===== src/hw/rtl/shell_subpacket_deframer_unit_defines.svh =====
// ----------------------------------------------------------------------------
// Shell sub-packet deframer assertion macros
// Shared property wrappers, clocked on clk and disabled while rst_n is low.
// ----------------------------------------------------------------------------
`ifndef SHELL_SUBPACKET_DEFRAMER_UNIT_DEFINES_SVH
`define SHELL_SUBPACKET_DEFRAMER_UNIT_DEFINES_SVH

// Same-cycle implication
`define SSD_ASSERT_NOW(label, ante, cons, msg) \
  label: assert property (@(posedge clk) disable iff (!rst_n) (ante) |-> (cons)) \
    else $error(msg);

// Next-cycle implication
`define SSD_ASSERT_NEXT(label, ante, cons, msg) \
  label: assert property (@(posedge clk) disable iff (!rst_n) (ante) |=> (cons)) \
    else $error(msg);

`endif


===== src/hw/rtl/ssd_pkg.sv =====
// ----------------------------------------------------------------------------
// ssd_pkg
// Types and constants of the shell sub-packet deframer.
// ----------------------------------------------------------------------------
`default_nettype none

package ssd_pkg;

  // Field widths
  localparam int unsigned BYTE_W = 8;
  localparam int unsigned LEN_W  = 13;
  localparam int unsigned HLEN_W = 32;
  localparam int unsigned IDX_W  = 3;

  // Payload length clamp and header size
  localparam logic [LEN_W-1:0] MAX_PAYLOAD_BYTES = LEN_W'(4096);
  localparam logic [LEN_W-1:0] HEADER_BYTES      = LEN_W'(5);
  localparam logic [LEN_W-1:0] OUT_MAX_RESET     = LEN_W'(4096);

  // Register map
  localparam int unsigned PADDR_W     = 3;
  localparam logic        REG_OUT_MAX = 1'b0;

  // Header byte counter codes
  localparam logic [IDX_W-1:0] HDR_ID    = IDX_W'(0);
  localparam logic [IDX_W-1:0] HDR_LEN0  = IDX_W'(1);
  localparam logic [IDX_W-1:0] HDR_LEN1  = IDX_W'(2);
  localparam logic [IDX_W-1:0] HDR_LEN2  = IDX_W'(3);
  localparam logic [IDX_W-1:0] HDR_LAST  = IDX_W'(4);

  typedef enum logic [1:0] {
    PH_HEADER = 2'd0,
    PH_DATA   = 2'd1,
    PH_SKIP   = 2'd2
  } phase_t;

  typedef enum logic [1:0] {
    ST_OK       = 2'd0,
    ST_TRUNC    = 2'd1,
    ST_OVERFLOW = 2'd2
  } status_t;

endpackage

`default_nettype wire


===== src/hw/rtl/shell_subpacket_deframer_unit.sv =====
// An accepted input reaches the result through the input register and the result register.
// Throughput: 1 item per cycle while out_stall is low; the deframing state updates in a single pass.
// Items that produce no result (header and skipped bytes) leave no output.
// Reset (synchronous, rst_n low): empties both stages, puts the deframer in the
// header phase at payload byte 0 and sets out_max to 4096.
// ----------------------------------------------------------------------------
// shell_subpacket_deframer_unit
// Splits a payload stream into sub-packets (id, 4-byte LE length, data) and
// emits the data bytes with an end-of-payload status and total.
// ----------------------------------------------------------------------------
`default_nettype none

`include "shell_subpacket_deframer_unit_defines.svh"

module shell_subpacket_deframer_unit (
  input  wire logic                          clk,
  input  wire logic                          rst_n,
  // input channel
  input  wire logic                          in_valid,
  output logic                               in_stall,
  input  wire logic [ssd_pkg::BYTE_W-1:0]    in_payload_byte,
  input  wire logic [ssd_pkg::LEN_W-1:0]     in_payload_length,
  // result channel
  output logic                               out_valid,
  input  wire logic                          out_stall,
  output logic [ssd_pkg::BYTE_W-1:0]         out_data_byte,
  output logic                               out_data_valid,
  output logic                               out_done_res,
  output logic [1:0]                         out_status,
  output logic [ssd_pkg::LEN_W-1:0]          out_total_length,
  // configuration port
  input  wire logic                          psel,
  input  wire logic                          penable,
  input  wire logic                          pwrite,
  input  wire logic [ssd_pkg::PADDR_W-1:0]   paddr,
  input  wire logic [31:0]                   pwdata,
  output logic [31:0]                        prdata,
  output logic                               pready
);

  localparam int unsigned LW = ssd_pkg::LEN_W;
  localparam int unsigned HW = ssd_pkg::HLEN_W;

  // configuration register
  logic [LW-1:0] out_max_r;
  logic          cfg_sel;

  // input stage
  logic                       s1_vld_r;
  logic [ssd_pkg::BYTE_W-1:0] s1_byte_r;
  logic [LW-1:0]              s1_len_r;
  logic                       s1_load;
  logic [LW-1:0]              len_clamp;

  // deframing state
  ssd_pkg::phase_t            phase_r,   phase_nxt;
  logic [LW-1:0]              pos_r,     pos_nxt;
  logic [ssd_pkg::IDX_W-1:0]  hdr_idx_r, hdr_idx_nxt;
  logic [HW-1:0]              acc_r,     acc_nxt;
  logic [HW-1:0]              rem_r,     rem_nxt;
  logic [LW-1:0]              ext_r,     ext_nxt;
  ssd_pkg::status_t           err_r,     err_nxt;

  // result stage
  logic                       out_vld_r;
  logic [ssd_pkg::BYTE_W-1:0] out_byte_r;
  logic                       out_dvld_r;
  logic                       out_done_r;
  ssd_pkg::status_t           out_st_r;
  logic [LW-1:0]              out_tot_r;

  // single-pass results
  logic                       adv;
  logic                       fire;
  logic                       res_dvld;
  logic                       res_done;
  ssd_pkg::status_t           res_st;
  logic [LW-1:0]              res_tot;
  logic                       short_tail;
  logic                       end_hit;
  logic                       trunc_hit;
  logic                       ovfl_hit;
  logic [HW-1:0]              hdr_len;
  ssd_pkg::phase_t            ph_eff;

  // --------------------------------------------------------------------------
  // Configuration port
  // --------------------------------------------------------------------------
  assign pready  = 1'b1;
  assign cfg_sel = (paddr[ssd_pkg::PADDR_W-1] == ssd_pkg::REG_OUT_MAX);

  always_ff @(posedge clk) begin
    if (!rst_n) begin
      out_max_r <= ssd_pkg::OUT_MAX_RESET;
    end else if (psel && penable && pwrite && pready && cfg_sel) begin
      out_max_r <= pwdata[LW-1:0];
    end
  end

  // Return the register, zero elsewhere
  always_comb begin
    prdata = '0;
    if (cfg_sel) begin
      prdata = {{(32-LW){1'b0}}, out_max_r};
    end
  end

  // --------------------------------------------------------------------------
  // Handshake: advance the pipe when the result register is free or drained
  // --------------------------------------------------------------------------
  assign adv      = !out_vld_r || !out_stall;
  assign s1_load  = adv || !s1_vld_r;
  assign in_stall = !s1_load;
  assign fire     = adv && s1_vld_r;

  // Clamp oversized payload lengths
  assign len_clamp = (in_payload_length > ssd_pkg::MAX_PAYLOAD_BYTES) ?
                     ssd_pkg::MAX_PAYLOAD_BYTES : in_payload_length;

  // Capture the input item
  always_ff @(posedge clk) begin
    if (!rst_n) begin
      s1_vld_r <= 1'b0;
    end else if (s1_load) begin
      s1_vld_r <= in_valid;
    end
  end

  always_ff @(posedge clk) begin
    if (s1_load && in_valid) begin
      s1_byte_r <= in_payload_byte;
      s1_len_r  <= len_clamp;
    end
  end

  // --------------------------------------------------------------------------
  // Deframe one byte
  // --------------------------------------------------------------------------
  // Full sub-packet length once the last header byte is in
  assign hdr_len    = {s1_byte_r, acc_r[23:0]};
  assign short_tail = ({1'b0, pos_r} + {1'b0, ssd_pkg::HEADER_BYTES}) > {1'b0, s1_len_r};
  assign end_hit    = ({1'b0, pos_r} + (LW+1)'(1)) >= {1'b0, s1_len_r};
  assign trunc_hit  = ({{(HW-LW+2){1'b0}}, pos_r} + (HW+2)'(1) + {2'b00, hdr_len}) >
                      {{(HW-LW+2){1'b0}}, s1_len_r};
  assign ovfl_hit   = ({{(HW-LW+1){1'b0}}, ext_r} + {1'b0, hdr_len}) >
                      {{(HW-LW+1){1'b0}}, out_max_r};

  always_comb begin
    ph_eff      = phase_r;
    phase_nxt   = phase_r;
    hdr_idx_nxt = hdr_idx_r;
    acc_nxt     = acc_r;
    rem_nxt     = rem_r;
    ext_nxt     = ext_r;
    err_nxt     = err_r;
    pos_nxt     = pos_r + LW'(1);
    res_dvld    = 1'b0;
    res_done    = 1'b0;
    res_st      = ssd_pkg::ST_OK;
    res_tot     = '0;

    // Skip a tail too short for a header
    if (phase_r == ssd_pkg::PH_HEADER && hdr_idx_r == ssd_pkg::HDR_ID && short_tail) begin
      ph_eff = ssd_pkg::PH_SKIP;
    end
    phase_nxt = ph_eff;

    case (ph_eff)
      ssd_pkg::PH_HEADER: begin
        // Assemble the little-endian length, one lane per byte
        case (hdr_idx_r)
          ssd_pkg::HDR_ID:   acc_nxt = '0;
          ssd_pkg::HDR_LEN0: acc_nxt[7:0]   = s1_byte_r;
          ssd_pkg::HDR_LEN1: acc_nxt[15:8]  = s1_byte_r;
          ssd_pkg::HDR_LEN2: acc_nxt[23:16] = s1_byte_r;
          default:           acc_nxt[31:24] = s1_byte_r;
        endcase
        if (hdr_idx_r == ssd_pkg::HDR_ID) begin
          hdr_idx_nxt = ssd_pkg::HDR_LEN0;
        end else if (hdr_idx_r >= ssd_pkg::HDR_LAST) begin
          // Header done: check payload end, then output capacity
          hdr_idx_nxt = ssd_pkg::HDR_ID;
          if (trunc_hit) begin
            err_nxt   = ssd_pkg::ST_TRUNC;
            phase_nxt = ssd_pkg::PH_SKIP;
          end else if (ovfl_hit) begin
            err_nxt   = ssd_pkg::ST_OVERFLOW;
            phase_nxt = ssd_pkg::PH_SKIP;
          end else begin
            rem_nxt   = hdr_len;
            phase_nxt = (hdr_len == '0) ? ssd_pkg::PH_HEADER : ssd_pkg::PH_DATA;
          end
        end else begin
          hdr_idx_nxt = hdr_idx_r + ssd_pkg::IDX_W'(1);
        end
      end
      ssd_pkg::PH_DATA: begin
        // Emit the data byte and count it down
        res_dvld = 1'b1;
        ext_nxt  = ext_r + LW'(1);
        if (rem_r != '0) begin
          rem_nxt = rem_r - HW'(1);
        end
        if (rem_nxt == '0) begin
          phase_nxt = ssd_pkg::PH_HEADER;
        end
      end
      default: begin
      end
    endcase

    // End of payload: report and clear the per-payload state
    if (end_hit) begin
      res_done    = 1'b1;
      res_st      = err_nxt;
      res_tot     = (err_nxt != ssd_pkg::ST_OK) ? '0 : ext_nxt;
      pos_nxt     = '0;
      phase_nxt   = ssd_pkg::PH_HEADER;
      hdr_idx_nxt = ssd_pkg::HDR_ID;
      acc_nxt     = '0;
      rem_nxt     = '0;
      ext_nxt     = '0;
      err_nxt     = ssd_pkg::ST_OK;
    end
  end

  // Advance the deframing state
  always_ff @(posedge clk) begin
    if (!rst_n) begin
      phase_r   <= ssd_pkg::PH_HEADER;
      pos_r     <= '0;
      hdr_idx_r <= ssd_pkg::HDR_ID;
      acc_r     <= '0;
      rem_r     <= '0;
      ext_r     <= '0;
      err_r     <= ssd_pkg::ST_OK;
    end else if (fire) begin
      phase_r   <= phase_nxt;
      pos_r     <= pos_nxt;
      hdr_idx_r <= hdr_idx_nxt;
      acc_r     <= acc_nxt;
      rem_r     <= rem_nxt;
      ext_r     <= ext_nxt;
      err_r     <= err_nxt;
    end
  end

  // --------------------------------------------------------------------------
  // Result register
  // --------------------------------------------------------------------------
  always_ff @(posedge clk) begin
    if (!rst_n) begin
      out_vld_r <= 1'b0;
    end else if (adv) begin
      out_vld_r <= fire && (res_dvld || res_done);
    end
  end

  always_ff @(posedge clk) begin
    if (fire) begin
      out_byte_r <= res_dvld ? s1_byte_r : '0;
      out_dvld_r <= res_dvld;
      out_done_r <= res_done;
      out_st_r   <= res_st;
      out_tot_r  <= res_tot;
    end
  end

  assign out_valid        = out_vld_r;
  assign out_data_byte    = out_byte_r;
  assign out_data_valid   = out_dvld_r;
  assign out_done_res     = out_done_r;
  assign out_status       = out_st_r;
  assign out_total_length = out_tot_r;

  // --------------------------------------------------------------------------
  // Assertions
  // --------------------------------------------------------------------------
  `SSD_ASSERT_NOW(a_data_hdr_idle, phase_r == ssd_pkg::PH_DATA,
                  hdr_idx_r == ssd_pkg::HDR_ID, "header counter busy in data phase")
  `SSD_ASSERT_NOW(a_err_skips, err_r != ssd_pkg::ST_OK,
                  phase_r == ssd_pkg::PH_SKIP, "error latched outside skip phase")
  `SSD_ASSERT_NOW(a_err_total, out_vld_r && out_done_r && out_st_r != ssd_pkg::ST_OK,
                  out_tot_r == '0, "nonzero total on error status")
  `SSD_ASSERT_NOW(a_no_empty_result, out_vld_r && !out_dvld_r,
                  out_done_r && out_byte_r == '0, "result carries neither data nor done")
  `SSD_ASSERT_NEXT(a_done_clears, fire && end_hit,
                   pos_r == '0 && ext_r == '0, "payload state not cleared at end")

endmodule

`default_nettype wire

===== config.mk =====
export PLATFORM = sky130hd
export DESIGN_NAME = shell_subpacket_deframer_unit
export DESIGN_NICKNAME = d
export VERILOG_FILES = /design/src/hw/rtl/ssd_pkg.sv /design/src/hw/rtl/shell_subpacket_deframer_unit.sv
export VERILOG_INCLUDE_DIRS = /design/src /design/src/hw/rtl
export SDC_FILE = /design/constraint.sdc
export NUM_CORES = 1
export LEC_CHECK = 0
export ABC_AREA = 0
export BUFFER_PORTS_ARGS = -buffer_cell sky130_fd_sc_hd__clkbuf_2
export CORE_AREA = 2 2 176 178
export DETAILED_ROUTE_END_ITERATION = 16
export DIE_AREA = 0 0 178 180
export PLACE_DENSITY = 0.59
export SLEW_MARGIN = 20
export SYNTH_ARGS = -nofsm -noshare
export SYNTH_HDL_FRONTEND = slang
export SYNTH_SLANG_ARGS = --single-unit
export TNS_END_PERCENT = 10

===== constraint.sdc =====
create_clock -name clk -period 6.44 [get_ports clk]
set_input_delay 0.966 -clock clk [delete_from_list [all_inputs] [get_ports clk]]
set_output_delay 0.966 -clock clk [all_outputs]
set_load 0.1 [all_outputs]

==> impl_metrics.csv <==
group,metric,value,unit
outcome,status,"finished, final reports clean",
cells_and_area,synthToLayoutAreaGrowth,9.85,%
detailed_routing,dr.pass1.iters,5,
floorplan,fp-row-count,64,
logic_synthesis,yosysMostFrequentCell,"nand2_1",
logic_synthesis,synth_common_cells,"nand2_1 (163), nor2_1 (134), a21oi_1 (116)",
critical_path,r2r_end,"rem_r[16]",
floorplan,io_pins,123,
detailed_routing,vias,11800,
floorplan,core_region_area,0.0302,mm2
placed_design,dp_hpwl,27300,um
placed_design,placed_area,0.0125,mm2
placed_design,port_buffers,81,
clocking,cts_root_buffer,"clkbuf_16",
timing,timing.setup.tns,0,ns
logic_synthesis,yosys_warnings,0,
timing,hold_slack,0.455,ns
critical_path,crit_required,6.74,ns
critical_path,worstPathMaxFanout,16,
clocking,cts_hold_buffers,0,
global_routing,track_usage,23.4,%
logic_synthesis,avgSynthCellArea,7.75,um2
critical_path,cp-startpoint,"acc_r[0]",
logic_synthesis,ys_seq_area_share,29.1,%
logic_synthesis,syn_area,0.0119,mm2
clocking,htreeDepth,4,
detailed_routing,avgViaCountPerCell,6.02,
detailed_routing,drt_wl_total,37600,um
cells_and_area,fill_cells,3048,
placed_design,place.gp.congestion,0.930,
logic_synthesis,syn_inst,1533,
clocking,clock_latency,0.46,ns
global_routing,grt_pass1_vias,10900,
critical_path,cp_data_arrival_time,6.07,ns
clocking,post_cts_resize_count,0,
global_routing,grt_pass1_wl,59600,um
clocking,clkSinkCount,150,
critical_path,r2r_cells,18,
critical_path,cp_slowest_stage_delay,0.82,ns
cells_and_area,design_area,0.0131,mm2
power,p_leak,5.12,nW
critical_path,startpoint_type,"flop",
cells_and_area,nets,1698,
clocking,numCtsBuffers,17,
clocking,cts_buffer_depth,2,
critical_path,endpoint_kind,"flop",
logic_synthesis,yosys-top-cells-area,"dfxtp_1 (18%), edfxtp_1 (12%), ha_1 (8.8%)",
critical_path,worstSetupPathType,"flop to flop",
power,power.density,174,mW/mm2
global_routing,grt_start_max_net_pins,45,
floorplan,floorplan.initialDensity,39.4,%
detailed_routing,drtIter0Drc,1130,
logic_synthesis,synthArstFlopShare,0,%
power,ir_worst_vdd,0.000197,V
logic_synthesis,yosysTopAreaCell,"dfxtp_1",
logic_synthesis,ys_types,78,
detailed_routing,ant_nets,0,
clocking,cts_setup_buffers,0,
timing,rsz0062_at_grt,"false",
timing,period_share,89.5,%
logic_synthesis,synthFlopType,"dfxtp_1",
critical_path,crit_end,"rem_r[16]",
cells_and_area,stdcell_count,1959,
clocking,clkTransAtPathRegs,0.07,ns
flow_run,max_cap_violations,0,
timing,skew,0.0191,ns
global_routing,antenna_found_initial,1,
logic_synthesis,synth_top_cell_area_share,17.5,%
critical_path,cpMaxStageDelayCell,"nor3_2",
hold_path,hold_path.class,"flop to flop",
logic_synthesis,synth-edff-count,46,
timing,clock.fmax,0.174,GHz
critical_path,ff2ff_setup_slack,0.68,ns
detailed_routing,drc,0,
clocking,cts_tree,"yes",
timing,finalHoldViolations,0,
detailed_routing,post_drt_wl_per_cell,19.2,um
timing,drv_slew,0,
floorplan,die_h,180,um
logic_synthesis,synth_seq_cells,150,
timing,worst_pin_slew,0.845,ns
placed_design,placed_cells,1926,
critical_path,reg2reg_from,"acc_r[0]",
timing,final.min_clock_period,5.76,ns
floorplan,die_w,178,um
critical_path,worstPathCellList,"ha_1, inv_1, fa_1, nand2b_1, a211oi_1, o21ba_2, nor2_1, xnor2_1, ha_1, nand4_1, nor3_1, and4_1, a31oi_1, nor4b_1, and4_1, nand4_1, nor3_2, o21ai_0",
cells_and_area,utilization,43.3,%
global_routing,overflow,0,
floorplan,die_area,0.0320,mm2
timing,setup_viol,0,
cells_and_area,drive_gt1_share,10.1,%
timing,slew_headroom,43.2,%
[power by group]
group          switching, mW  internal [mW]  leakage [nW]  total, mW
Sequential            0.0220          0.989          1.30       1.01
Combinational          0.187         0.0565          3.54      0.244
Clock                  0.456          0.557         0.274       1.01
[worst min path at each step]
stage | slack (ns) | endpoint | cells after the start | from
2_1_floorplan | 0.44 | out_max_r[10] | 2 | out_max_r[10]
3_3_place_gp | 0.44 | out_max_r[10] | 2 | out_max_r[10]
3_5_place_dp | 0.45 | out_max_r[2] | 2 | out_max_r[2]
4_1_cts | 0.46 | out_max_r[2] | 2 | out_max_r[2]
5_1_grt | 0.47 | out_max_r[9] | 2 | out_max_r[9]
6_report | 0.46 | out_max_r[7] | 2 | out_max_r[7]
[cell families (layout without fill, tap and decap cells)]
group	after synthesis	after routing	share of synthesized area, %
multiplexers	10	10	0.842
AO/OA/AOI/OAI	376	376	20.5
XOR/XNOR	70	70	5.16
adder cells (fa/ha/maj)	86	86	9.18
other	2	21	0.0632
flip-flops	150	150	29.1
buffers and inverters	174	185	6.32
AND/OR/NAND/NOR	665	665	28.9
[critical path, delay by kind of cell, from the launching register on]
family / cells / cell delay, ns
buffers and inverters: 1 / 0.07
AO/OA/AOI/OAI: 4 / 0.96
XOR/XNOR: 1 / 0.15
flip-flops: 1 / 0.50
AND/OR/NAND/NOR: 9 / 2.95
adder cells (fa/ha/maj): 3 / 0.97
[per-layer routing]
| layer | global-route usage (%) | vias to the layer above | share of wire, % |
|---|---|---|---|
| met2 | 36.7 | 426 | 45 |
| li1 | - | 5673 | - |
| met1 | 31.7 | 5614 | 46 |
| met4 | 8.16 | 0 | 2.8 |
| met5 | 0 | - | 0 |
| met3 | 4.74 | 73 | 6.0 |
[area by class of cell]
| cell class | count | area (um2) | area share (%) |
|---|---|---|---|
| Tap cell | 396 | 495 | 3.79 |
| Multi-Input combinational cell | 1227 | 7770 | 59.5 |
| Clock buffer | 20 | 457 | 3.50 |
| Inverter | 53 | 199 | 1.52 |
| Antenna cell | 1 | 2.50 | 0.0192 |
| Timing Repair Buffer | 100 | 548 | 4.20 |
| Sequential cell | 150 | 3460 | 26.5 |
| Clock inverter | 12 | 119 | 0.910 |
[metrics by stage]
step	worst slack, ns	total power, mW
after detailed placement	0.713	1.27
after CTS	0.703	2.28
final	0.676	2.27
after global routing	0.379	2.35
after floorplan	1.76	1.22
after global placement	0.829	1.27
[registers in the layout, indices dropped and copies added (netlist names)]
register / count
acc_r: 24
rem_r: 32
out_max_r: 13
out_total_length: 13
out_valid: 1
hdr_idx_r: 3
pos_r: 13
out_data_valid: 1
err_r: 2
phase_r: 2
s1_byte_r: 8
out_data_byte: 8
ext_r: 13
s1_len_r: 13
s1_vld_r: 1
out_status: 2
out_done_res: 1
[cell usage in the layout, fill, tap and decap left out, drive strengths merged, types with 14 or more instances in the layout]
| cell | count |
|---|---|
| dfxtp | 104 |
| inv | 56 |
| ha | 84 |
| a22oi | 14 |
| nand3 | 64 |
| edfxtp | 46 |
| clkbuf | 101 |
| a21o | 24 |
| nand4 | 28 |
| nand3b | 18 |
| o21ai | 82 |
| nor2b | 19 |
| and2 | 16 |
| or3 | 16 |
| nor3 | 60 |
| or4 | 21 |
| nand2b | 14 |
| a21oi | 116 |
| nor4 | 49 |
| buf | 19 |
| o211ai | 15 |
| and3 | 27 |
| conb | 20 |
| nor2 | 134 |
| xnor2 | 38 |
| nand2 | 163 |
| xor2 | 32 |
Power figures use the tool's default switching activity.
